--- src/rtl/gse_pkg.sv ---
package gse_pkg;

    localparam int PIX_W     = 8;
    localparam int PIX_MAX   = 255;
    localparam int CFG_W     = 12;
    localparam int CFG_IDX_W = 1;
    localparam int COL_OUT_W = 11;
    localparam int ROW_W     = 12;

    // register indexes
    localparam logic [CFG_IDX_W-1:0] CFG_FRAME_WIDTH  = 1'b0;
    localparam logic [CFG_IDX_W-1:0] CFG_FRAME_HEIGHT = 1'b1;

    localparam logic [CFG_W-1:0] FRAME_WIDTH_RST  = 12'd640;
    localparam logic [CFG_W-1:0] FRAME_HEIGHT_RST = 12'd480;

    // BT.709 luma weights, in units of 1/WEIGHT_DEN
    localparam int WEIGHT_B_NUM = 722;
    localparam int WEIGHT_G_NUM = 7152;
    localparam int WEIGHT_R_NUM = 2126;
    localparam int WEIGHT_DEN   = 10000;

    typedef struct packed {
        logic [PIX_W-1:0] blue;
        logic [PIX_W-1:0] green;
        logic [PIX_W-1:0] red;
        logic             start_of_frame;
    } pixel_t;

    typedef struct packed {
        logic [PIX_W-1:0]     edge_value;
        logic [COL_OUT_W-1:0] out_col;
        logic [ROW_W-1:0]     out_row;
        logic                 last_of_run;
    } result_t;

    // position class of a pixel, carried down the pipe
    typedef struct packed {
        logic has_above;
        logic has_center;
        logic inner;
        logic last_col;
        logic last_row;
    } pos_flags_t;

endpackage

--- src/rtl/gse_front.sv ---
module gse_front #(
    parameter int MAX_WIDTH      = 2048,
    parameter int GRAY_FRAC_BITS = 16
) (
    input  logic                         clk,
    input  logic                         rst_n,
    input  gse_pkg::pixel_t              pix,
    input  logic                         accept,
    input  logic                         advance,
    input  logic [gse_pkg::CFG_W-1:0]    frame_width,
    input  logic [gse_pkg::CFG_W-1:0]    frame_height,
    output logic [$clog2(MAX_WIDTH)-1:0] rd_col,
    output logic                         p1_valid,
    output logic [$clog2(MAX_WIDTH)-1:0] p1_col,
    output logic [gse_pkg::ROW_W-1:0]    p1_row,
    output logic [gse_pkg::PIX_W+GRAY_FRAC_BITS-1:0] p1_gray,
    output gse_pkg::pos_flags_t          p1_flags
);

    localparam int AW = $clog2(MAX_WIDTH);
    localparam int CW = $clog2(MAX_WIDTH + 1);
    localparam int GW = gse_pkg::PIX_W + GRAY_FRAC_BITS;
    localparam int RW = gse_pkg::ROW_W;
    localparam int XW = (CW > gse_pkg::CFG_W) ? CW : gse_pkg::CFG_W;
    localparam logic [63:0] ONE_FX = 64'd1 << GRAY_FRAC_BITS;
    localparam logic [GW+1:0] WEIGHT_B = (GW+2)'((64'(gse_pkg::WEIGHT_B_NUM) * ONE_FX
        + 64'(gse_pkg::WEIGHT_DEN / 2)) / 64'(gse_pkg::WEIGHT_DEN));
    localparam logic [GW+1:0] WEIGHT_G = (GW+2)'((64'(gse_pkg::WEIGHT_G_NUM) * ONE_FX
        + 64'(gse_pkg::WEIGHT_DEN / 2)) / 64'(gse_pkg::WEIGHT_DEN));
    localparam logic [GW+1:0] WEIGHT_R = (GW+2)'((64'(gse_pkg::WEIGHT_R_NUM) * ONE_FX
        + 64'(gse_pkg::WEIGHT_DEN / 2)) / 64'(gse_pkg::WEIGHT_DEN));

    logic [AW-1:0]             col_cnt_reg;
    logic [AW-1:0]             col_cnt_next;
    logic [RW-1:0]             row_cnt_reg;
    logic [RW-1:0]             row_cnt_next;
    logic                      p1_valid_reg;
    logic [AW-1:0]             p1_col_reg;
    logic [RW-1:0]             p1_row_reg;
    logic [GW-1:0]             p1_gray_reg;
    gse_pkg::pos_flags_t       p1_flags_reg;

    logic [XW-1:0]             fw_ext;
    logic [CW-1:0]             w_eff;
    logic [gse_pkg::CFG_W-1:0] h_eff;
    logic [AW-1:0]             c0;
    logic [RW-1:0]             r0;
    logic                      wrap_c;
    logic [RW:0]               r1;
    logic [AW-1:0]             col;
    logic [RW-1:0]             row;
    logic [CW-1:0]             colp;
    logic [RW:0]               rowp;
    gse_pkg::pos_flags_t       flags;
    logic [GW+1:0]             gray_sum;

    always_comb
    begin
        fw_ext = XW'(frame_width);
        if (frame_width == '0)
            w_eff = CW'(1);
        else if (fw_ext > XW'(MAX_WIDTH))
            w_eff = CW'(MAX_WIDTH);
        else
            w_eff = CW'(frame_width);
        h_eff = (frame_height == '0) ? gse_pkg::CFG_W'(1) : frame_height;
    end

    // position of this pixel and of the next one
    always_comb
    begin
        c0     = pix.start_of_frame ? '0 : col_cnt_reg;
        r0     = pix.start_of_frame ? '0 : row_cnt_reg;
        wrap_c = CW'(c0) >= w_eff;
        col    = wrap_c ? '0 : c0;
        r1     = {1'b0, r0} + (RW+1)'(wrap_c);
        row    = (r1 >= {1'b0, h_eff}) ? '0 : r1[RW-1:0];
        colp   = CW'(col) + CW'(1);
        rowp   = {1'b0, row} + (RW+1)'(1);
        if (colp >= w_eff)
        begin
            col_cnt_next = '0;
            row_cnt_next = (rowp >= {1'b0, h_eff}) ? '0 : rowp[RW-1:0];
        end
        else
        begin
            col_cnt_next = AW'(colp);
            row_cnt_next = row;
        end
        flags.has_above  = row != '0;
        flags.has_center = (row != '0) && (col != '0);
        flags.inner      = (row >= RW'(2)) && (col >= AW'(2));
        flags.last_col   = CW'(col) == (w_eff - CW'(1));
        flags.last_row   = row == (h_eff - gse_pkg::CFG_W'(1));
    end

    assign gray_sum = WEIGHT_B * (GW+2)'(pix.blue)
                    + WEIGHT_G * (GW+2)'(pix.green)
                    + WEIGHT_R * (GW+2)'(pix.red);

    assign rd_col = col;

    always_ff @(posedge clk or negedge rst_n)
    begin
        if (!rst_n)
        begin
            col_cnt_reg  <= '0;
            row_cnt_reg  <= '0;
            p1_valid_reg <= 1'b0;
        end
        else
        begin
            if (accept)
            begin
                col_cnt_reg <= col_cnt_next;
                row_cnt_reg <= row_cnt_next;
            end
            if (advance)
                p1_valid_reg <= accept;
        end
    end

    always_ff @(posedge clk)
    begin
        if (accept)
        begin
            p1_col_reg   <= col;
            p1_row_reg   <= row;
            p1_gray_reg  <= GW'(gray_sum);
            p1_flags_reg <= flags;
        end
    end

    assign p1_valid = p1_valid_reg;
    assign p1_col   = p1_col_reg;
    assign p1_row   = p1_row_reg;
    assign p1_gray  = p1_gray_reg;
    assign p1_flags = p1_flags_reg;

    a_col_in_range: assert property (@(posedge clk) disable iff (!rst_n)
        ($past(accept) && $stable(frame_width)) |-> (CW'(col_cnt_reg) < w_eff))
        else $error("column counter left the row after an item");

endmodule

--- config.mk ---
export PLATFORM = sky130hd
export DESIGN_NAME = gse_front
export DESIGN_NICKNAME = d
export VERILOG_FILES = /design/src/rtl/gse_pkg.sv /design/src/rtl/gse_front.sv
export SDC_FILE = /design/constraint.sdc
export NUM_CORES = 1
export LEC_CHECK = 0
export ABC_AREA = 1
export BUFFER_PORTS_ARGS = -buffer_cell sky130_fd_sc_hd__buf_2
export CORE_MARGIN = 8
export CORE_UTILIZATION = 30
export DETAILED_ROUTE_END_ITERATION = 8
export PLACE_DENSITY = 0.55
export REMOVE_ABC_BUFFERS = 1
export SYNTH_ARGS = -nofsm -noshare
export SYNTH_HDL_FRONTEND = slang
export SYNTH_SLANG_ARGS = --single-unit
--- constraint.sdc ---
create_clock -name clk -period 6.34 [get_ports clk]
set_input_delay 1.268 -clock clk [delete_from_list [all_inputs] [get_ports clk]]
set_output_delay 1.268 -clock clk [all_outputs]
set_load 0.02 [all_outputs]
# Word-level counts from Yosys, hierarchy flattened
# Index checks and enable logic that the tools add are counted.
# op_classes
addsub,7
n_mul,3
div,0
order_cmp,7
n_eq_ne,2
shift,0
n_mux,10
bitwise,0
n_reduce_logical,6
# op_table
operator,n
$mux 12,7
$mux 11,3
$ge 13x12->1,2
$add 21x24->24,1
$add 24x22->24,1
$logic_not 12->1,2
$mul 16x8->24 const A,1
$sub 12x1->12 const B,2
$mul 14x8->22 const A,1
$mul 11x8->19 const A,1
$add 12x1->13,1
$add 12x1->13 const B,1
$add 11x1->12 const B,1
$eq 11x12->1,1
$eq 12x12->1,1
$ge 11x12->1,1
$ge 12x12->1,1
$ge 12x2->1 const B,1
$gt 12x12->1 const B,1
$reduce_bool 12->1,1
$ge 11x2->1 const B,1
$reduce_bool 11->1,1
$logic_and 1x1->1,2
# totals
reg_bits,76
latch_bits,0
ramBits,0
rom_bits,0
inputBits,53
word_cells,46
memories,0

# Depth between registers and ports, before layout
# Gate-level depths: netlist of run 1.
# depth
depth_word,11
ltp_mapped,49

# Worst setup path before layout of run 1
# Ideal clock, no wire load.
# synth_timing
path_type,input to register
from,input port pix[22] (netlist bit)
to,"register p1_gray_reg[20], in the netlist p1_gray[20] (data pin)"
setup_ps,259
t_arrival_ps,7639
required_time_ps,6081
setup_slack_ps,-1558
stages,25
cell_sequence,fa_1 > inv_1 > fa_1 > fa_1 > inv_1 > fa_1 > ha_1 > inv_1 > nor3_1 > a21o_1 > xor2_1 > fa_1 > fa_1 > inv_1 > fa_1 > inv_1 > fa_1 > ha_1 > nand2_1 > o31ai_1 > a21boi_0 > o21ai_0 > nand2_1 > nand2_1 > xor2_1
# synth_between
elab_chain_len,3
# synth_lines
item,line,text
"start, declared",gse_front.sv:7,"input gse_pkg::pixel_t pix,"
$mul 11x8->19,gse_front.sv:97,assign gray_sum = WEIGHT_B * (GW+2)'(pix.blue)
$add 21x24->24,gse_front.sv:98,+ WEIGHT_G * (GW+2)'(pix.green)
$add 24x22->24,gse_front.sv:99,+ WEIGHT_R * (GW+2)'(pix.red);
net gray_sum[20],gse_front.sv:55,logic [GW+1:0] gray_sum;
"end signal, assigned",gse_front.sv:129,p1_gray_reg <= GW'(gray_sum);
"end, declared",gse_front.sv:40,logic [GW-1:0] p1_gray_reg;
# The timed path passes the listed nets, and every way through them passes these cells.
# A chain may end at the register's enable or synchronous reset.

# Final worst setup path of run 1
# layout_timing
from,input port pix[24] (netlist bit)
to,"register p1_gray_reg[23], in the netlist p1_gray[23] (data pin)"
# The elaborated chain is that of the path after synthesis.

==> summary.md, run 1 <==
| Metric | Value |
|---|---|
| Htree depth | 3 |
| Root Buffer | clkbuf_16 |
| Vias in the first global route | 11430 |
| Met3 routed WL | 1273 µm |
| DP Area | 15120 µm² |
| Post-Synthesis Cells | 1412 |
| Synth area leader | fa_1 |
| Fill cell count | 3959 |
| Register area | 2162 µm² |
| Slowest-stage cell, CP | fa_1 |
| Post-DP HPWL | 29870 µm |
| Worst setup margin | -1.161 ns |
| Worst min path class | flop to flop |
| Top post-synthesis cells by area | fa_1 (23%), ha_1 (21%), edfxtp_1 (13%) |
| Number of remaining DRC errors | 0 |
| Slew HR | 0.6022 |
| Clock skew | 0.009169 ns |
| PortBufs | 116 |
| Via Count | 10480 |
| Outcome | finished, violations left |
| Placed Cells incl. Taps | 2279 |
| Std-Cell Rows | 74 |
| Post-synth top cells | inv_1 (332), ha_1 (201), nand2_1 (193), fa_1 (137), nor2_1 (103) |
| Layout cells sized above 1 | 0.3385 |
| Die width | 217.5 µm |
| Core Util, Final | 0.4174 |
| Overflow after GRT | 0 |
| Setup-failing EPs final | 29 |
| Global Route Usage Sum | 0.1510 |
| Max frequency | 133.3 MHz |
| First-pass GRT wire length | 57240 µm |
| Slew @ Worst Pin | 0.5966 ns |
| Most frequent cell after synthesis | inv_1 |
| Mean Syn Cell Area | 8.624 µm² |
| TritonRoute pass-1 iters | 5 |
| #FFs+latches synth | 76 |
| Violated checks | negative setup slack |
| Critical Path Fanout Max | 4 |
| Pre-CTS WS | -1.987 ns |
| Clk slew on worst S/H paths | 0.07 ns |
| Die height | 217.5 µm |
| Synth warnings | 0 |
| Largest register FFs | 24 |
| Area Overhead vs Synth | 38.71% |
| CTS sink cnt | 76 |
| Critical path type | input port to flop |
| Initial Util | 0.3009 |
| Hold Vio Cnt, Final | 0 |
| # IOs | 117 |
| Crit-path max cell delay | 0.57 ns |
| Hold-fix buffers, CTS | 0 |
| Post-synth cell types | 49 |
| Largest net degree at the start of global routing | 44 |
| Initial DRC count | 405 |
| Top cell type's share of synthesized area | 0.2252 |
| Antenna-violating nets left | 0 |
| Maxcap violations | 0 |
| Max layer used | met5 |
| Crit path capture type | flop |
| RSZ-0062 raised after global routing | yes |
| Initial antenna violation count | 4 |
| Area of the multi-input gates | 9757 µm² |
| Post-synth EDFFs | 52 |
| Die area | 47290 µm² |
| Fin cells | 2333 |
| Routed WL per cell | 15.28 µm |
| Design area | 16890 µm² |
| M1 WL | 15170 µm |
| CTS tree | done |
| Core area | 40460 µm² |
| Met2 routed WL | 18280 µm |
| Clk_lat worst skew | 0.35 ns |
| Cts bufs inserted | 9 |
| Period utilization | 1.183 |
| Placer congestion estimate | 0.9510 |
| Ys async rst share | 0.3158 |
| Worst Path Arrival | 7.60 ns |
| Max clock buf depth | 2 |
| Crit path time final | 7.501 ns |
| Fin nets | 2185 |
| CP startpoint kind | input port |
| CP dominant cell by count | fa_1 |
| Via-per-instance ratio | 4.491 |
| Post-synthesis sequential area ratio | 0.1776 |
| Slew Limit Fails | 0 |
| Critical path data required time | 6.44 ns |
| Main synth FF type | edfxtp_1 |
| Syn Std Cell Area | 12180 µm² |
| WL final | 35640 µm |
-- critical path, delay by kind of cell --
family          cells  cell delay (ns)
simple gates        6             0.70
compound gates      4             0.54
buf+inv             3             0.20
fa+ha+maj          10             4.59
xor+xnor            2             0.30
-- path summary, 6_finish.rpt --
| kind | startpoint | end | slack [ns] | cells after the start |
|---|---|---|---|---|
| worst min-delay path | row_cnt_reg[0]$_DFFE_PN0P_ | row_cnt_reg[0]$_DFFE_PN0P_ | 0.48 | 2 |
| min in group asynchronous | rst_n | row_cnt_reg[3]$_DFFE_PN0P_ | 0.92 | 1 |
| worst min register to register | row_cnt_reg[0]$_DFFE_PN0P_ | row_cnt_reg[0]$_DFFE_PN0P_ | 0.48 | 2 |
| worst max register to register | col_cnt_reg[5]$_DFFE_PN0P_ | row_cnt_reg[5]$_DFFE_PN0P_ | 0.39 | 41 |
| max in group asynchronous | rst_n | col_cnt_reg[6]$_DFFE_PN0P_ | 5.02 | 1 |
| worst max-delay path | pix[24] | p1_gray[23]$_DFFE_PP_ | -1.16 | 25 |
-- what timing repair did --
| item | in CTS | in global routing |
|---|---|---|
| gates resized for setup | 167 | 100 |
| cloned | 1 | 0 |
| hold endpoints to repair | 0 | 0 |
| setup buffers | 27 | 14 |
| setup endpoints to repair | 30 | 33 |
| pin swaps | 92 | 97 |
-- cell usage in the layout (no fill, tap or decap), types with 23 or more instances in the layout --
master and n:
edfxtp_1 52, buf_2 104, ha_4 33, nand3_1 51, dfrtp_1 24, fa_1 130
a21oi_2 25, o21ai_0 24, a21oi_1 37, nand2_2 23, inv_2 26, xor2_1 50
inv_1 309, ha_1 168, buf_6 25, nand2_1 164, buf_4 244, nor2_1 85
-- cells by family after synthesis --
family,synth area share
xor gates and xnor gates,0.05158
buffers and inverters,0.1095
adders and majority gates,0.4318
and+or+nand+nor,0.1589
AOI/OAI and AO/OA,0.07070
DFF,0.1776
-- cell type report --
type                            count  area share
Tap cell                          532     0.03941
Timing Repair Buffer              379      0.1622
Sequential cell                    76      0.1280
Antenna cell                        2   0.0002963
Inverter                          339     0.07578
Clock buffer                        9     0.01333
Clock inverter                      7    0.003334
Multi-Input combinational cell    989      0.5777
-- per-layer routing --
layer / vias to the layer above / GRT usage
li1: 5252 / -
met5: - / 0
met1: 4975 / 0.1795
met3: 59 / 0.02039
met2: 188 / 0.2779
met4: 4 / 0.04644
-- through the flow --
stage / TNS (ns) / hold slack [ns]
after CTS: -22.36 / 0.4836
after floorplan: -24.00 / 0.4488
after global placement: -42.59 / 0.4644
after global routing: -29.21 / 0.5012
final: -21.39 / 0.4831
after detailed placement: -45.26 / 0.4650
Power of run 1 is left out: the tool's default activity adds up to more than one toggle a clock period on the data nets, which glitch-free logic cannot reach.
==> run 2, diff against run 1 <==
RECOVER_POWER = 100   (was default)
clock period = 8.6 ns   (was 6.34 ns; I/O delays follow)
==> summary.md, run 2 (synthesis gave the netlist of run 1 again) <==
| Metric | Value |
|---|---|
| Clock skew | 0.01185 ns (+0.002686 ns) |
| Initial Util | 0.3009 (unchanged) |
| CP startpoint | pix[22] |
| Initial DRC count | 379 (-6.4%) |
| Violated checks | max-capacitance violations, max-slew violations |
| Slowest-stage cell, CP | fa_2 |
| Top cell family by delay on the critical path | adder cells |
| Crit-path max cell delay | 0.61 ns (+0.04 ns) |
| Largest net degree at the start of global routing | 44 (unchanged) |
| Max frequency | 120.6 MHz |
| Area Overhead vs Synth | 15.33% |
| Clk slew on worst S/H paths | 0.06 ns (about the same) |
| Cts bufs inserted | 9 (unchanged) |
| PortBufs | 116 (unchanged) |
| Std-Cell Rows | 74 (unchanged) |
| WL final | 32730 µm (-8.2%) |
| Layout cells sized above 1 | 0.09736 (-0.2412) |
| CP startpoint kind | input port |
| Critical Path Fanout Max | 5 (+1) |
| Core area | 40460 µm² (unchanged) |
| Largest register FFs | 24 (unchanged) |
| Htree depth | 3 (unchanged) |
| Setup-failing EPs final | 0 (-100%) |
| Hold Path Origin | row_cnt_reg[0]$_DFFE_PN0P_ |
| Crit path capture type | flop |
| Vias in the first global route | 10070 (-12%) |
| Antenna-violating nets left | 0 (unchanged) |
| Via Count | 9641 (-8.0%) |
| CP bufs+invs | 5 (+2) |
| TritonRoute pass-1 iters | 5 (unchanged) |
| CTS sink cnt | 76 (unchanged) |
| Period utilization | 0.9640 |
| # IOs | 117 (unchanged) |
| Placer congestion estimate | 0.9067 (-4.7%) |
| Slew HR | -0.6165 (-1.219) |
| Die area | 47290 µm² (unchanged) |
| Critical path data required time | 8.70 ns (+2.26 ns) |
| Overflow after GRT | 0 (unchanged) |
| Design area | 14040 µm² (-17%) |
| TNS Setup | 0 ns (+21.39 ns) |
| Clk_lat worst skew | 0.35 ns (about the same) |
| Post-DP HPWL | 28640 µm (-4.1%) |
| Commonest non-fill, non-tap cell in the layout | inv_1 |
| CTS tree | done |
| Number of remaining DRC errors | 0 (unchanged) |
| Max clock buf depth | 2 (unchanged) |
| Initial antenna violation count | 5 (+1) |
| R2r endpoint | row_cnt_reg[0]$_DFFE_PN0P_ |
| Crit path time final | 8.291 ns |
| DP Area | 13790 µm² (-8.8%) |
| Global Route Usage Sum | 0.1400 (-0.01104) |
| Fin nets | 1978 (-9.5%) |
| Die width | 217.5 µm (unchanged) |
| Slew Limit Fails | 112 (+112) |
| Via-per-instance ratio | 4.537 (+1.0%) |
| Root Buffer | clkbuf_16 |
| First-pass GRT wire length | 52750 µm (-7.8%) |
| Worst reg2reg path depth | 42 (+2.4%) |
| Maxcap violations | 3 (+3) |
| Routed WL per cell | 15.40 µm (+0.83%) |
| Outcome | finished, violations left |
| Worst Path Arrival | 8.39 ns (+0.79 ns) |
| Worst Hold Endpoint | row_cnt_reg[0]$_DFFE_PN0P_ |
| Hold Vio Cnt, Final | 0 (unchanged) |
| Die height | 217.5 µm (unchanged) |
| Hold path depth | 2 (unchanged) |
| Most frequent cells in the layout | inv_1 (333), ha_1 (198), nand2_1 (194) |
| Worst min path class | flop to flop |
| Critical path type | input port to flop |
| RR Startpoint | col_cnt_reg[5]$_DFFE_PN0P_ |
| CP dominant cell by count | fa_1 |
| R2r setup slk | 2.39 ns (+2.00 ns) |
| Slew @ Worst Pin | 2.425 ns (+1.828 ns) |
run 2: changes by cell type in the layout (fill, tap and decap cells not counted), moves of 24 or more:
cell,change
a21oi_1,+27
a21oi_2,-25
buf_2,-57
buf_4,-194
buf_6,-25
clkbuf_1,+75
ha_1,+30
ha_4,-30
inv_1,+24
nand2_1,+30
run 2: worst min-delay path, cell delays in order (launching register included):
cell,delay [ns]
dfrtp_1,0.34
nand2_1,0.05
nand2_1,0.06
run 2: cell type report:
type                            count  area, µm²
Antenna cell                        1      2.502
Clock buffer                        9      225.2
Clock inverter                      7      75.07
Fill cell                        4264      26420
Inverter                          339       1275
Multi-Input combinational cell    988       8738
Sequential cell                    76       2162
Tap cell                          532      665.6
Timing Repair Buffer              173      899.6
run 2: metrics by stage:
stage	std cells	hold WS, ns	worst slack, ns	utilization
detailed placement	2107	0.4648	-0.1921	0.3407
finish	2125	0.4789	0.3092	0.3471
floorplan	1403	0.4488	0.2499	-
global route	2124	0.5119	-0.003394	0.3470
CTS	2123	0.4827	0.1953	0.3482
global placement	2107	0.4648	-0.08153	0.3407
run 2: repair_timing:
action / 4_1_cts / 5_1_grt
buffers inserted: 0 / 1
endpoints found under the setup margin: 0 / 15
hold buffers: 0 / 0
gates resized for setup: 0 / 16
run 2: how the worst max path moves through the flow:
stage                                       end  cells after the start
after floorplan           p1_gray[20]$_DFFE_PP_                     25
after global placement    p1_gray[20]$_DFFE_PP_                     26
after detailed placement  p1_gray[20]$_DFFE_PP_                     26
after CTS                 p1_gray[20]$_DFFE_PP_                     26
after global routing      p1_gray[23]$_DFFE_PP_                     29
final                     p1_gray[23]$_DFFE_PP_                     29
run 2: per-layer routing:
metal,track usage,part of all wire,routed length (µm),up-vias
li1,-,-,-,4849
met1,0.1703,0.43,14210,4578
met2,0.2545,0.51,16570,166
met3,0.02275,0.042,1369,40
met4,0.03314,0.016,536,8
met5,0,0.0014,46,-
Power of run 2 is left out for the same reason.
