<file path="config.mk">
export PLATFORM = sky130hd
export DESIGN_NAME = gse_result
export DESIGN_NICKNAME = d
export VERILOG_FILES = /design/src/rtl/gse_pkg.sv /design/src/rtl/gse_result.sv
export SDC_FILE = /design/constraint.sdc
export NUM_CORES = 1
export LEC_CHECK = 0
export ABC_AREA = 0
export BUFFER_PORTS_ARGS = -buffer_cell sky130_fd_sc_hd__buf_2
export CAP_MARGIN = 40
export CORE_MARGIN = 5
export CORE_UTILIZATION = 50
export CTS_CLUSTER_DIAMETER = 30
export DETAILED_ROUTE_END_ITERATION = 10
export PLACE_DENSITY = 0.79
export SETUP_SLACK_MARGIN = 0.2
export SKIP_LAST_GASP = 1
export SYNTH_ARGS = -nofsm -noshare
export SYNTH_HDL_FRONTEND = slang
export SYNTH_SLANG_ARGS = --single-unit
</file>
<file path="constraint.sdc">
create_clock -name clk -period 6.11 [get_ports clk]
set_input_delay 0.9165 -clock clk [delete_from_list [all_inputs] [get_ports clk]]
set_output_delay 0.9165 -clock clk [all_outputs]
set_load 0.1 [all_outputs]
</file>
<file path="src/rtl/gse_pkg.sv">
package gse_pkg;

    localparam int PIX_W     = 8;
    localparam int PIX_MAX   = 255;
    localparam int CFG_W     = 12;
    localparam int CFG_IDX_W = 1;
    localparam int COL_OUT_W = 11;
    localparam int ROW_W     = 12;

    // register indexes
    localparam logic [CFG_IDX_W-1:0] CFG_FRAME_WIDTH  = 1'b0;
    localparam logic [CFG_IDX_W-1:0] CFG_FRAME_HEIGHT = 1'b1;

    localparam logic [CFG_W-1:0] FRAME_WIDTH_RST  = 12'd640;
    localparam logic [CFG_W-1:0] FRAME_HEIGHT_RST = 12'd480;

    // BT.709 luma weights, in units of 1/WEIGHT_DEN
    localparam int WEIGHT_B_NUM = 722;
    localparam int WEIGHT_G_NUM = 7152;
    localparam int WEIGHT_R_NUM = 2126;
    localparam int WEIGHT_DEN   = 10000;

    typedef struct packed {
        logic [PIX_W-1:0] blue;
        logic [PIX_W-1:0] green;
        logic [PIX_W-1:0] red;
        logic             start_of_frame;
    } pixel_t;

    typedef struct packed {
        logic [PIX_W-1:0]     edge_value;
        logic [COL_OUT_W-1:0] out_col;
        logic [ROW_W-1:0]     out_row;
        logic                 last_of_run;
    } result_t;

    // position class of a pixel, carried down the pipe
    typedef struct packed {
        logic has_above;
        logic has_center;
        logic inner;
        logic last_col;
        logic last_row;
    } pos_flags_t;

endpackage

</file>
<file path="src/rtl/gse_result.sv">
module gse_result #(
    parameter int MAX_WIDTH      = 2048,
    parameter int GRAY_FRAC_BITS = 16
) (
    input  logic                         clk,
    input  logic                         rst_n,
    input  logic                         p2_valid,
    input  logic [$clog2(MAX_WIDTH)-1:0] p2_col,
    input  logic [gse_pkg::ROW_W-1:0]    p2_row,
    input  gse_pkg::pos_flags_t          p2_flags,
    input  logic signed [gse_pkg::PIX_W+GRAY_FRAC_BITS+2:0] p2_gx,
    input  logic signed [gse_pkg::PIX_W+GRAY_FRAC_BITS+2:0] p2_gy,
    input  logic [gse_pkg::PIX_W+GRAY_FRAC_BITS-1:0] p2_alt,
    input  logic [gse_pkg::PIX_W+GRAY_FRAC_BITS-1:0] p2_mid,
    input  logic [gse_pkg::PIX_W+GRAY_FRAC_BITS-1:0] p2_gray,
    input  logic                         res_stall,
    output logic                         load_ok,
    output logic                         res_valid,
    output gse_pkg::result_t             res
);

    localparam int AW = $clog2(MAX_WIDTH);
    localparam int GW = gse_pkg::PIX_W + GRAY_FRAC_BITS;
    localparam int MW = GW + 3;
    localparam logic [MW-1:0] SAT  = MW'(gse_pkg::PIX_MAX) << GRAY_FRAC_BITS;
    localparam logic [MW-1:0] HALF = MW'(1) << (GRAY_FRAC_BITS - 1);

    gse_pkg::result_t q_reg [3];
    logic [1:0]       q_cnt_reg;

    gse_pkg::result_t new_q [3];
    gse_pkg::result_t c_res, r_res, s_res;
    logic [1:0]       n;
    logic [GW+1:0]    ax, ay;
    logic [MW-1:0]    mag;
    logic [MW-1:0]    center_src;
    logic             pop;
    logic             load;

    // saturate to 255, then round half up
    function automatic logic [gse_pkg::PIX_W-1:0] round_byte(input logic [MW-1:0] v);
        logic [MW-1:0] sum;
        sum = v + HALF;
        if (v >= SAT)
            return {gse_pkg::PIX_W{1'b1}};
        return sum[GRAY_FRAC_BITS +: gse_pkg::PIX_W];
    endfunction

    assign ax  = p2_gx[MW-1] ? (GW+2)'(-p2_gx) : (GW+2)'(p2_gx);
    assign ay  = p2_gy[MW-1] ? (GW+2)'(-p2_gy) : (GW+2)'(p2_gy);
    assign mag = MW'(ax) + MW'(ay);
    assign center_src = p2_flags.inner ? mag : MW'(p2_alt);

    always_comb
    begin
        c_res.edge_value  = round_byte(center_src);
        c_res.out_col     = gse_pkg::COL_OUT_W'(p2_col - AW'(1));
        c_res.out_row     = p2_row - gse_pkg::ROW_W'(1);
        c_res.last_of_run = 1'b0;
        r_res.edge_value  = round_byte(MW'(p2_mid));
        r_res.out_col     = gse_pkg::COL_OUT_W'(p2_col);
        r_res.out_row     = p2_row - gse_pkg::ROW_W'(1);
        r_res.last_of_run = 1'b0;
        s_res.edge_value  = round_byte(MW'(p2_gray));
        s_res.out_col     = gse_pkg::COL_OUT_W'(p2_col);
        s_res.out_row     = p2_row;
        s_res.last_of_run = 1'b0;

        new_q[0] = c_res;
        new_q[1] = r_res;
        new_q[2] = s_res;
        n = 2'd0;
        if (p2_flags.has_center)
        begin
            new_q[n] = c_res;
            n = n + 2'd1;
        end
        if (p2_flags.has_above && p2_flags.last_col)
        begin
            new_q[n] = r_res;
            n = n + 2'd1;
        end
        if (p2_flags.last_row)
        begin
            new_q[n] = s_res;
            n = n + 2'd1;
        end
        if (n != 2'd0)
            new_q[n - 2'd1].last_of_run = 1'b1;
    end

    assign pop     = (q_cnt_reg != 2'd0) && !res_stall;
    assign load_ok = (q_cnt_reg == 2'd0) || ((q_cnt_reg == 2'd1) && pop);
    assign load    = p2_valid && load_ok;

    always_ff @(posedge clk or negedge rst_n)
    begin
        if (!rst_n)
            q_cnt_reg <= 2'd0;
        else if (load)
            q_cnt_reg <= n;
        else if (pop)
            q_cnt_reg <= q_cnt_reg - 2'd1;
    end

    always_ff @(posedge clk)
    begin
        if (load)
        begin
            q_reg[0] <= new_q[0];
            q_reg[1] <= new_q[1];
            q_reg[2] <= new_q[2];
        end
        else if (pop)
        begin
            q_reg[0] <= q_reg[1];
            q_reg[1] <= q_reg[2];
        end
    end

    assign res_valid = q_cnt_reg != 2'd0;
    assign res       = q_reg[0];

    a_last_marks_end: assert property (@(posedge clk) disable iff (!rst_n)
        res_valid |-> (res.last_of_run == (q_cnt_reg == 2'd1)))
        else $error("last_of_run does not mark the final queued result");

endmodule
</file>
Word-level counts from Yosys, hierarchy flattened --
Memories as Yosys holds them, arrays and structs flattened. Index checks and enable logic that the tools add are counted. W data, S select, Z words.
Cells by class: equal/unequal tests 1, add/sub/neg operators 12, muxes and demuxes 36, magnitude comparators 9, bitwise logic cells 5, reductions and logical operators 13
Operators by type and width (number):
- $bwmux W96 | 3
- $mux W96 | 3
- $demux W32 S2 | 3
- $mux W32 | 4
- $add A24 B16 Y24 const B | 3
- $mux W26 | 2
- $neg A26 Y26 | 2
- $ge A24 B24 Y1 const B | 2
- $mux W8 | 6
- $add A26 B26 Y27 | 1
- $ge A27 B24 Y1 const B | 1
- $mux W27 | 1
- $sub A12 B1 Y12 const B | 1
- $sub A11 B1 Y11 const B | 1
- $mux W1 | 10
- $ge A3 B3 Y1 const B | 3
- $lt A3 B1 Y1 const B | 3
- $not A2 Y3 | 3
- $mux W2 | 4
- $logic_and A1 B1 Y1 | 7
- $reduce_bool A2 Y1 | 3
- $add A2 B1 Y2 const B | 2
- $sub A2 B1 Y2 const B | 2
- $eq A2 B1 Y1 const B | 1
- other kinds (4) | 5
Word-level totals: memory bits (writable) 96, word-level logic and storage cells 78, register bits 2, memories kept 1
Memory list:
- q_reg | depth 3, width 32, read ports 3, clocked after memory_dff 0, wr ports 3, line gse_result.sv:28 | gse_pkg::result_t q_reg [3];

Longest topological paths before layout --
Gate-level depths: netlist of run 1.
depth after elaboration 14, depth in mapped cells 21

Worst setup path before layout of run 1 --
OpenSTA, ideal clock, no wires.
path type input port to flip-flop, from in res_stall, to reg q_cnt_reg[0], setup slack -0.089 ns, arrival 5.831 ns, data required time 5.742 ns, cell stages on the path 2, cells stage by stage o21ai_0 -> o21ai_0
On the way: longest elaborated chain between the ends 6, elaborated cells between the ends (all ways) 7, those cells by class 1 x mux; 6 x reduce/logical
RTL lines:
- start, declared | line gse_result.sv:16 | input logic res_stall,
- $logic_not A1 Y1 * | line gse_result.sv:92 | assign pop = (q_cnt_reg != 2'd0) && !res_stall;
- $logic_and A1 B1 Y1 * | line gse_result.sv:92
- $logic_and A1 B1 Y1 | line gse_result.sv:93 | assign load_ok = (q_cnt_reg == 2'd0) || ((q_cnt_reg == 2'd1) && pop);
- $logic_or A1 B1 Y1 | line gse_result.sv:93
- $logic_and A1 B1 Y1 | line gse_result.sv:94 | assign load = p2_valid && load_ok;
- $mux W2 / $reduce_bool A2 Y1 (equally long branches)
- end signal, assigned | line gse_result.sv:101 | q_cnt_reg <= n;
- end signal, assigned | line gse_result.sv:103 | q_cnt_reg <= q_cnt_reg - 2'd1;
- end, declared | line gse_result.sv:29 | logic [1:0] q_cnt_reg;
Every way passes the cells marked *; elsewhere a longest branch is shown, timed or not. A chain may end at the register's enable or synchronous reset.

==> results of run 1 <==
## per-layer routing
| metal | wire [um] | global-route usage | vias up |
|---|---|---|---|
| met3 | 1120 | 0.0373 | 30 |
| li1 | - | - | 3355 |
| met1 | 7980 | 0.258 | 3121 |
| met2 | 8610 | 0.332 | 203 |
| met5 | 13 | 0 | - |
| met4 | 388 | 0.0577 | 2 |
## through the flow
| step | hold slack [ps] | utilization | cell area, um2 | setup WS [ps] |
|---|---|---|---|---|
| 2_1_floorplan | 484 | - | 7780 | 932 |
| 3_3_place_gp | 486 | 0.555 | 8460 | 304 |
| 3_5_place_dp | 490 | 0.555 | 8460 | 242 |
| 4_1_cts | 346 | 0.574 | 8760 | 584 |
| 5_1_grt | 337 | 0.574 | 8760 | 173 |
| 6_report | 348 | 0.574 | 8760 | 610 |
## report_power, final
part / switching [uW] / internal (uW)
Clock: 249 / 321
Combinational: 1340 / 396
Sequential: 56.9 / 1060
## path summary, 6_finish.rpt
check	to	slack, ps	cells after the start
max	q_reg[0][25]	610	18
min	q_cnt_reg[1]	350	1
max reg2reg	q_reg[0][31]	2900	12
min reg2reg	q_reg[0][47]	510	2
max in group asynchronous	q_cnt_reg[0]	5670	1
min in group clk	q_reg[0][47]	510	2
## kinds of logic after synthesis
logic type / count (synthesis) / share of synthesized area
flops: 98 / 0.377
xor+xnor: 100 / 0.113
mux: 8 / 0.0108
fa+ha+maj: 38 / 0.0621
buf+inv: 92 / 0.0598
simple gates: 318 / 0.193
compound gates: 227 / 0.185
## layout make-up
cell class | instances | share of cell area
multi-input cells | 691 | 0.503
flip-flops and latches | 98 | 0.335
repair buffers | 150 | 0.0868
well taps | 211 | 0.0301
clock buffers | 11 | 0.0266
inverters | 27 | 0.0116
clock inverters | 5 | 0.00700
## Yosys cell counts (13+ instances only)
cell      count
nand2_1     125
edfxtp_1     96
nor2_1       69
a21oi_1      66
xnor2_1      64
o21ai_0      63
ha_1         37
xor2_1       36
buf_4        32
clkbuf_1     32
inv_1        27
nand3_1      19
nor3_1       15
o31ai_1      15
a31oi_1      13
and3_1       13
## timing repair
action	4_1_cts	5_1_grt
endpoints found under the hold margin	0	0
resized for setup	0	1
setup endpoints to repair	0	5
==> metrics.txt, run 1 <==
Placed Cells 1177; Die Span Y 135 um; final WL about 18 mm; post-route minimum period 5500 ps; CP cell instances buf_2 > inv_1 > ha_1 > nand2_1 > or3_1 > nand3b_1 > or4_1 > or2_2 > o41ai_1 > xnor2_1 > ha_1 > nand3_1 > o311ai_0 > nor2_1 > o41ai_2 > o311ai_4 > o31ai_1 > nand2_1; buffers plus inverters on the worst setup path 2; Post-synth top flop edfxtp_1; I/O Pins 192; Final period util 0.900; P_leak 0.00346 uW; Detailed Place HPWL roughly 14 mm; Slew HR 0.483; total power around 3400 uW; synth unique cells 59; Nets roughly 1200; setup_tns 0 ps; post-synth top area share 0.370; CTS tree yes; Area growth syn-to-layout 12.6%; post-CTS setup buffer count 0; worst vdd ir approximately 0.22 mV; final hold violation count 0; CTS sink count 98; max incr delay on CP 500 ps; die area 18200 um2; Layout Cells excl Fill 1193; EDFF count, synth 96; commonest non-fill, non-tap cells in the layout buf_2 (146), nand2_1 (125), edfxtp_1 (96), nor2_1 (69), a21oi_1 (66); CTS Root Cell clkbuf_16; flops & latches, synth 98; WP data required 6210 ps; Final ANT Viol Nets 0; Inserted Diodes 0; wire per inst 15.2 um; CP delay by family, top compound AO/OA/AOI/OAI gates; pwr/cell area around 400 nW/um2; post-synth top area cell edfxtp_1; global route overflow 0; Startpoint Class primary input; FF/Latch Area ~2900 um2; fraction of registers with async set/reset 0.0204; first-pass GRT wire length 29.6 mm; commonest non-fill, non-tap cell in the layout buf_2; YS warnings 0; Core Area around 15000 um2; initial drt markers 504; DRC 0; f_max 182 MHz; Longest Clk Path Bufs 2; synthesized area per cell 8.83 um2; initial antenna violation count 1; Mapped Cells 881; hold crit path type in -> async; Slew Viols, Final 0; drt pass-1 iters 5; DIE WIDTH 135 um; overall fraction of global-route tracks in use 0.197; initial core utilization 0.510; max_cap viols 0; CP endpoint kind flop; row cnt 45; register area share after synthesis 0.377; share of cells above drive strength 1 0.186; fill cell count 1364; Final setup violation count 0; Synth area leaders edfxtp_1 (37%), xnor2_1 (7.2%), nand2_1 (6.0%); GPL Wtd Cong 0.894; via count 6711; vias per cell 5.63; origin of the critical flop-to-flop path q_cnt_reg[0]; slowest stage cell, crit path o41ai_2; max reg flops 96; outcome finished clean; Least-Margin Pin Slew 769 ps; Crit Path Category in -> reg; Port Buffers 146; vias in the first global route 6274; largest net degree at the start of global routing 63; worst-path fanout max 7; Layout Skew 7.17 ps; cts hold-fix bufs 0; worst skew pair latency 350 ps; Post-Syn Nets around 1100; CTS buffer count 9; Netlist Area Pre-Place 7780 um2; Arrival @ worst endpoint about 5600 ps; Multi-input gate area 4410 um2; H-tree depth 3; RSZ-0062 raised after global routing no; clock-pin slew on the worst setup and hold paths 70 ps; Crit. Startpoint p2_gx[0]
(Power assumes the default switching activity.)
==> inputs of run 2 (changes only) <==
Settings changed: CORE_MARGIN 5 to unset.
==> run 2 against run 1 <==
Against the previous run: combinational power about the same; critical path depth increased by 1; largest power group unchanged; global-route usage increased by 2.1 points; fmax increased by 1.1%; core utilization increased by 0.21 points; cell area unchanged; sequential power about the same; flip-flop and latch count unchanged; first-iteration DRC count decreased by 27%; clock skew about the same; non-clock buffer count increased by 3.
==> metrics.txt, run 2 (synthesis results as in run 1) <==
flop-to-flop setup slack 2940 ps (+40 ps); Crit. path cell count 19 (+1); total power 3400 uW (-0.33%); Least-Margin Pin Slew 786 ps (+16.7 ps); Detailed Place HPWL 13.4 mm (-3.1%); Critical Path End q_reg[0][25]; Multi-input gate area 4410 um2 (-0.14%); Port Buffers 146 (unchanged); initial core utilization 0.512 (+0.00189); Slew HR 0.471 (-0.0112); first-pass GRT wire length 28.2 mm (-4.6%); I/O Pins 192 (unchanged); worst-path fanout max 7 (unchanged); clock-pin slew on the worst setup and hold paths 70 ps (about the same); final core utilization 0.577 (+0.00213); post-route minimum period 5440 ps (-57.8 ps); Final period util 0.891 (-0.00947); initial antenna violation count 0 (-1); CTS buffer count 9 (unchanged); buffers plus inverters on the worst setup path 2 (unchanged); CP cell instances buf_2 > inv_1 > ha_1 > nand2_1 > or3_1 > or3_1 > or2_1 > o31a_1 > or4_4 > o21ai_2 > xnor2_1 > ha_1 > nand3_1 > o311ai_0 > nor2_1 > o41ai_2 > o311ai_4 > o31ai_1 > nand2_1; Layout Skew 7.30 ps (+0.126 ps); CTS sink count 98 (unchanged); global route overflow 0 (unchanged); RSZ-0062 raised after global routing no; f_max 184 MHz (+1.1%); FF-to-FF End q_reg[0][31]; share of cells above drive strength 1 0.189 (+0.00248); Final ANT Viol Nets 0 (unchanged); DIE WIDTH 127 um (-5.9%); CTS tree yes; max reg flops 96 (unchanged); Slew Viols, Final 0 (unchanged); vias in the first global route 5954 (-5.1%); CP delay by family, top compound AO/OA/AOI/OAI gates; commonest non-fill, non-tap cell in the layout buf_2; WP data required 6190 ps (-20 ps); via count 6621 (-1.3%); slowest stage cell, crit path o41ai_2; cts hold-fix bufs 0 (unchanged); vias per cell 5.64 (+0.26%); Final setup violation count 0 (unchanged); post_cts resized 0 (unchanged); Startpoint Class primary input; hold crit path type in -> async; post-CTS setup buffer count 0 (unchanged); initial drt markers 368 (-27%); wire per inst 14.8 um (-2.5%); DRC 0 (unchanged); worst skew pair latency 330 ps (-20 ps); commonest non-fill, non-tap cells in the layout buf_2 (146), nand2_1 (125), edfxtp_1 (96), nor2_1 (69), a21oi_1 (66); P_leak 0.00348 uW (+0.57%); Longest Clk Path Bufs 2 (unchanged); Core Area 15200 um2 (-0.37%); R2R depth 12 (unchanged); max incr delay on CP 480 ps (-20 ps); pwr/cell area 388 nW/um2 (-0.33%); CP endpoint kind flop; FF/Latch Area 2930 um2 (unchanged); CTS Root Cell clkbuf_16; fill cell count 1334 (-2.2%); overall fraction of global-route tracks in use 0.218 (+0.0214); final WL 17.4 mm (-4.1%); drt pass-1 iters 5 (unchanged); Crit. Startpoint p2_gy[1]; row cnt 45 (unchanged); max_cap viols 0 (unchanged); Arrival @ worst endpoint 5520 ps (-80 ps); H-tree depth 3 (unchanged); origin of the critical flop-to-flop path q_cnt_reg[0]; die area 16100 um2 (-12%); outcome finished clean; Crit Path Category in -> reg; Area growth syn-to-layout 12.6% (unchanged); final hold violation count 0 (unchanged); GPL Wtd Cong 0.897 (+0.41%); Nets 1176 (+0.26%); largest net degree at the start of global routing 63 (unchanged); worst vdd ir 0.233 mV (+8.2%); Die Span Y 127 um (-5.9%); setup_tns 0 ps (unchanged)
[run 2: worst register-to-register path, stage by stage (launching register included)]
cell     delay, ps
dfrtp_1        360
inv_1           70
ha_1           280
a21o_1         190
nand2_1        120
inv_1           50
buf_4          280
nor3_2         160
buf_4          490
nor2_1         320
a22o_1         290
nor3_1         180
a21oi_1        100
[run 2: area by class of cell]
cell class              count  area share
flip-flops and latches     98       0.335
diodes                      1    0.000286
clock inverters             7     0.00757
multi-input cells         691       0.503
well taps                 188      0.0268
inverters                  27      0.0116
repair buffers            153      0.0908
clock buffers               9      0.0257
[run 2: metrics by stage]
step / area (um2) / hold slack [ps] / setup WS [ps] / std cells
3_3_place_gp: 8450 / 486 / 354 / 1156
3_5_place_dp: 8470 / 493 / 330 / 1157
2_1_floorplan: 7780 / 484 / 932 / 881
5_1_grt: 8760 / 341 / 268 / 1173
6_report: 8760 / 358 / 668 / 1174
4_1_cts: 8760 / 343 / 667 / 1173
[run 2: how the worst min path moves through the flow]
stage	endpoint	cells past startpoint	slack [ps]
3_5_place_dp	q_reg[0][55]	2	490
4_1_cts	q_cnt_reg[1]	1	340
6_report	q_cnt_reg[1]	1	360
2_1_floorplan	q_reg[0][47]	2	480
3_3_place_gp	q_reg[0][55]	2	490
5_1_grt	q_cnt_reg[1]	1	340
[run 2: power by group]
group	switching [uW]	internal, uW	total, uW	leakage [uW]
sequential	54.9	1060	1110	0.000940
clock	237	317	554	0.000147
combinational	1330	408	1740	0.00239
total	1620	1780	3400	0.00348
[run 2: routing by layer]
| layer | GRT usage | up-vias | part of all wire |
|---|---|---|---|
| li1 | - | 3368 | - |
| met1 | 0.282 | 3036 | 0.45 |
| met2 | 0.374 | 205 | 0.48 |
| met3 | 0.0321 | 12 | 0.054 |
| met4 | 0.0728 | 0 | 0.016 |
| met5 | 0 | - | 0 |
==> inputs of run 3 (changes only) <==
Settings changed: ABC_AREA 0 to 1, CORE_UTILIZATION 50 to 51.
==> run 3 against run 2 <==
Against the previous run: worst hold slack lost 20 ps; non-clock buffer count shrank 1; via count grew 17%; die area grew 7.0%; critical path depth grew 8; clock skew shrank 1.7 ps; fmax grew 19%; count of clock-buffer cells in the layout grew 1; first-iteration DRC count grew 50%; sequential power grew 5%; global-route usage grew 1.6 points; largest power group unchanged.
==> metrics.txt, run 3 <==
Layout Skew 5.64 ps (-1.66 ps); max_cap viols 0 (unchanged); Detailed Place HPWL 15.0 mm (+12%); max reg flops 96 (unchanged); hold crit path type in -> async; vias in the first global route 7230 (+21%); register area share after synthesis 0.345 (-0.0320); WP data required 6210 ps (+20 ps); R2R depth 14 (+2); largest net degree at the start of global routing 102 (+62%); post-CTS setup buffer count 0 (unchanged); clock-pin slew on the worst setup and hold paths 70 ps (about the same); CTS Root Cell clkbuf_16; buffers plus inverters on the worst setup path 2 (unchanged); DIE WIDTH 131 um (+3.5%); final WL 19.6 mm (+13%); origin of the critical flop-to-flop path q_cnt_reg[0]; Crit Path Category in -> reg; f_max 218 MHz (+19%); wire per inst 12.9 um (-13%); H-tree depth 3 (unchanged); flop-to-flop setup slack 3200 ps (+260 ps); Final ANT Viol Nets 0 (unchanged); flops & latches, synth 98 (unchanged); Port Buffers 146 (unchanged); Longest Clk Path Bufs 2 (unchanged); final hold violation count 0 (unchanged); Switching Share 0.503 (+0.0263); overall fraction of global-route tracks in use 0.234 (+0.0157); total internal power 1780 uW (+0.26%); Synth area leaders edfxtp_1 (34%), nand2_1 (15%), inv_1 (6.9%); Top cell by count, worst path nand2_1; Die Span Y 131 um (+3.5%); Mapped Cells 1193 (+35%); setup_tns 0 ps (unchanged); final core utilization 0.593 (+0.0165); fraction of registers with async set/reset 0.0204 (unchanged); die area 17200 um2 (+7.0%); Slew HR 0.380 (-0.0916); global route overflow 0 (unchanged); cts hold-fix bufs 0 (unchanged); max incr delay on CP 410 ps (-70 ps); Least-Margin Pin Slew 930 ps (+145 ps); CP endpoint kind flop; post-synth top area cell edfxtp_1; P_leak 0.00461 uW (+32%); post-route minimum period 4580 ps (-863 ps); worst vdd ir 0.455 mV (+95%); initial core utilization 0.530 (+0.0178); pwr/cell area 377 nW/um2 (-2.8%); commonest non-fill, non-tap cells in the layout nand2_1 (342), inv_1 (157), buf_2 (146), nor2_1 (100), edfxtp_1 (96); synth unique cells 47 (-20%); Area growth syn-to-layout 12.0%; YS warnings 0 (unchanged); outcome finished clean; sequential share of power 0.322 (-0.004); RSZ-0062 raised after global routing no; vias per cell 5.12 (-9.3%); slowest stage cell, crit path ha_1; count leader, synth nand2_1; Final setup violation count 0 (unchanged); switching power 1810 uW (+11%); FF-to-FF End q_reg[0][21]; CTS buffer count 9 (unchanged); Slew Viols, Final 0 (unchanged); CTS tree yes; drt pass-1 iters 5 (unchanged); worst skew pair latency 340 ps (about the same); share of cells above drive strength 1 0.174 (-0.0153); DRC 0 (unchanged); synthesized area per cell 7.13 um2 (-19%); clock power share 0.153 (-0.010); Nets 1493 (+27%); initial antenna violation count 0 (unchanged); I/O Pins 192 (unchanged); worst-path fanout max 5 (-2); CP delay by family, top simple AND/OR/NAND/NOR gates; Arrival @ worst endpoint 4680 ps (-840 ps); commonest non-fill, non-tap cell in the layout nand2_1; Post-Syn Nets 1389 (+29%); Core Area 16100 um2 (+5.6%); Netlist Area Pre-Place 8510 um2 (+9.3%); Final period util 0.749 (-0.141); EDFF count, synth 96 (unchanged); GPL Wtd Cong 0.890 (-0.76%); post_cts resized 0 (unchanged); initial drt markers 551 (+50%); via count 7768 (+17%); Post-synth top flop edfxtp_1; combinational power share 0.525 (+0.014); Commonest cells post-synth nand2_1 (343), inv_1 (157), nor2_1 (101); CTS sink count 98 (unchanged); first-pass GRT wire length 33.4 mm (+19%); row cnt 46 (+2.2%); post-synth top area share 0.339 (-0.0315); Startpoint Class primary input; Inserted Diodes 0 (-1)
==> run 3: changes by cell type after synthesis, moves of 10 or more <==
cell     before  now
o31ai_1      15    2
a31oi_1      13    0
xnor2_1      64   19
xor2_1       36   50
nor2_1       69  101
nor2_2        1   11
inv_1        27  157
and3_1       13    1
or3_1        10    0
nand3_1      19   70
nand2_1     125  343
==> run 3: per-layer routing <==
layer | track usage | share of wire
met1 | 0.329 | 0.49
met2 | 0.382 | 0.45
met3 | 0.0320 | 0.050
met4 | 0.0458 | 0.0094
met5 | 0 | 0
==> run 3: how the worst max path moves through the flow <==
stage / start / to / slack (ps) / cells after the start
floorplan: p2_gy[0] / q_reg[0][26] / 2080 / 27
global placement: p2_gx[1] / q_reg[0][30] / 1280 / 27
detailed placement: p2_gx[1] / q_reg[0][31] / 1180 / 27
CTS: p2_gx[1] / q_reg[0][31] / 1540 / 27
global route: p2_gx[1] / q_reg[0][31] / 1060 / 27
finish: p2_gx[1] / q_reg[0][31] / 1530 / 27
==> run 3: stage by stage <==
| stage | instances | hold slack, ps | power (uW) | setup WS (ps) | instance area [um2] |
|---|---|---|---|---|---|
| 2_1_floorplan | 1193 | 487 | 2810 | 2080 | 8510 |
| 3_3_place_gp | 1501 | 493 | 3020 | 1280 | 9210 |
| 3_5_place_dp | 1502 | 498 | 3050 | 1180 | 9240 |
| 4_1_cts | 1518 | 332 | 3600 | 1540 | 9520 |
| 5_1_grt | 1518 | 331 | 3810 | 1060 | 9520 |
| 6_report | 1518 | 338 | 3590 | 1530 | 9520 |
==> run 3: power groups by stage <==
stage	sequential (uW)	combinational [uW]	clock, uW
after global placement	1160	1850	0
after floorplan	1160	1640	0
after CTS	1160	1890	556
final	1160	1890	551
after global routing	1180	2050	582
after detailed placement	1170	1880	0
==> run 3: logic make-up (layout without fill, tap and decap cells) <==
| logic type | Yosys count | in the layout | share of synthesized area |
|---|---|---|---|
| and+or+nand+nor | 600 | 600 | 0.308 |
| adders and majority gates | 38 | 38 | 0.0568 |
| DFF | 98 | 98 | 0.345 |
| AOI/OAI and AO/OA | 165 | 165 | 0.106 |
| xor gates and xnor gates | 69 | 69 | 0.0711 |
| buffers and inverters | 223 | 332 | 0.113 |
==> run 3: layout make-up <==
type | count | area [um2]
fillers | 1478 | 6540
multi-input cells | 872 | 4620
flip-flops and latches | 98 | 2930
repair buffers | 152 | 796
inverters | 164 | 616
well taps | 216 | 270
clock buffers | 10 | 239
clock inverters | 6 | 48.8
==> run 3: worst register-to-register path, stage by stage (launching register included) <==
cell      delay, ps
dfrtp_1         400
inv_1            80
ha_1            190
nor2_1           80
nand2_1          60
nand2_1          60
nand2_1         120
inv_1           100
nor2_4           70
buf_4           710
inv_1           110
buf_4           280
nand2_1         110
o21bai_1        110
o311ai_0        150
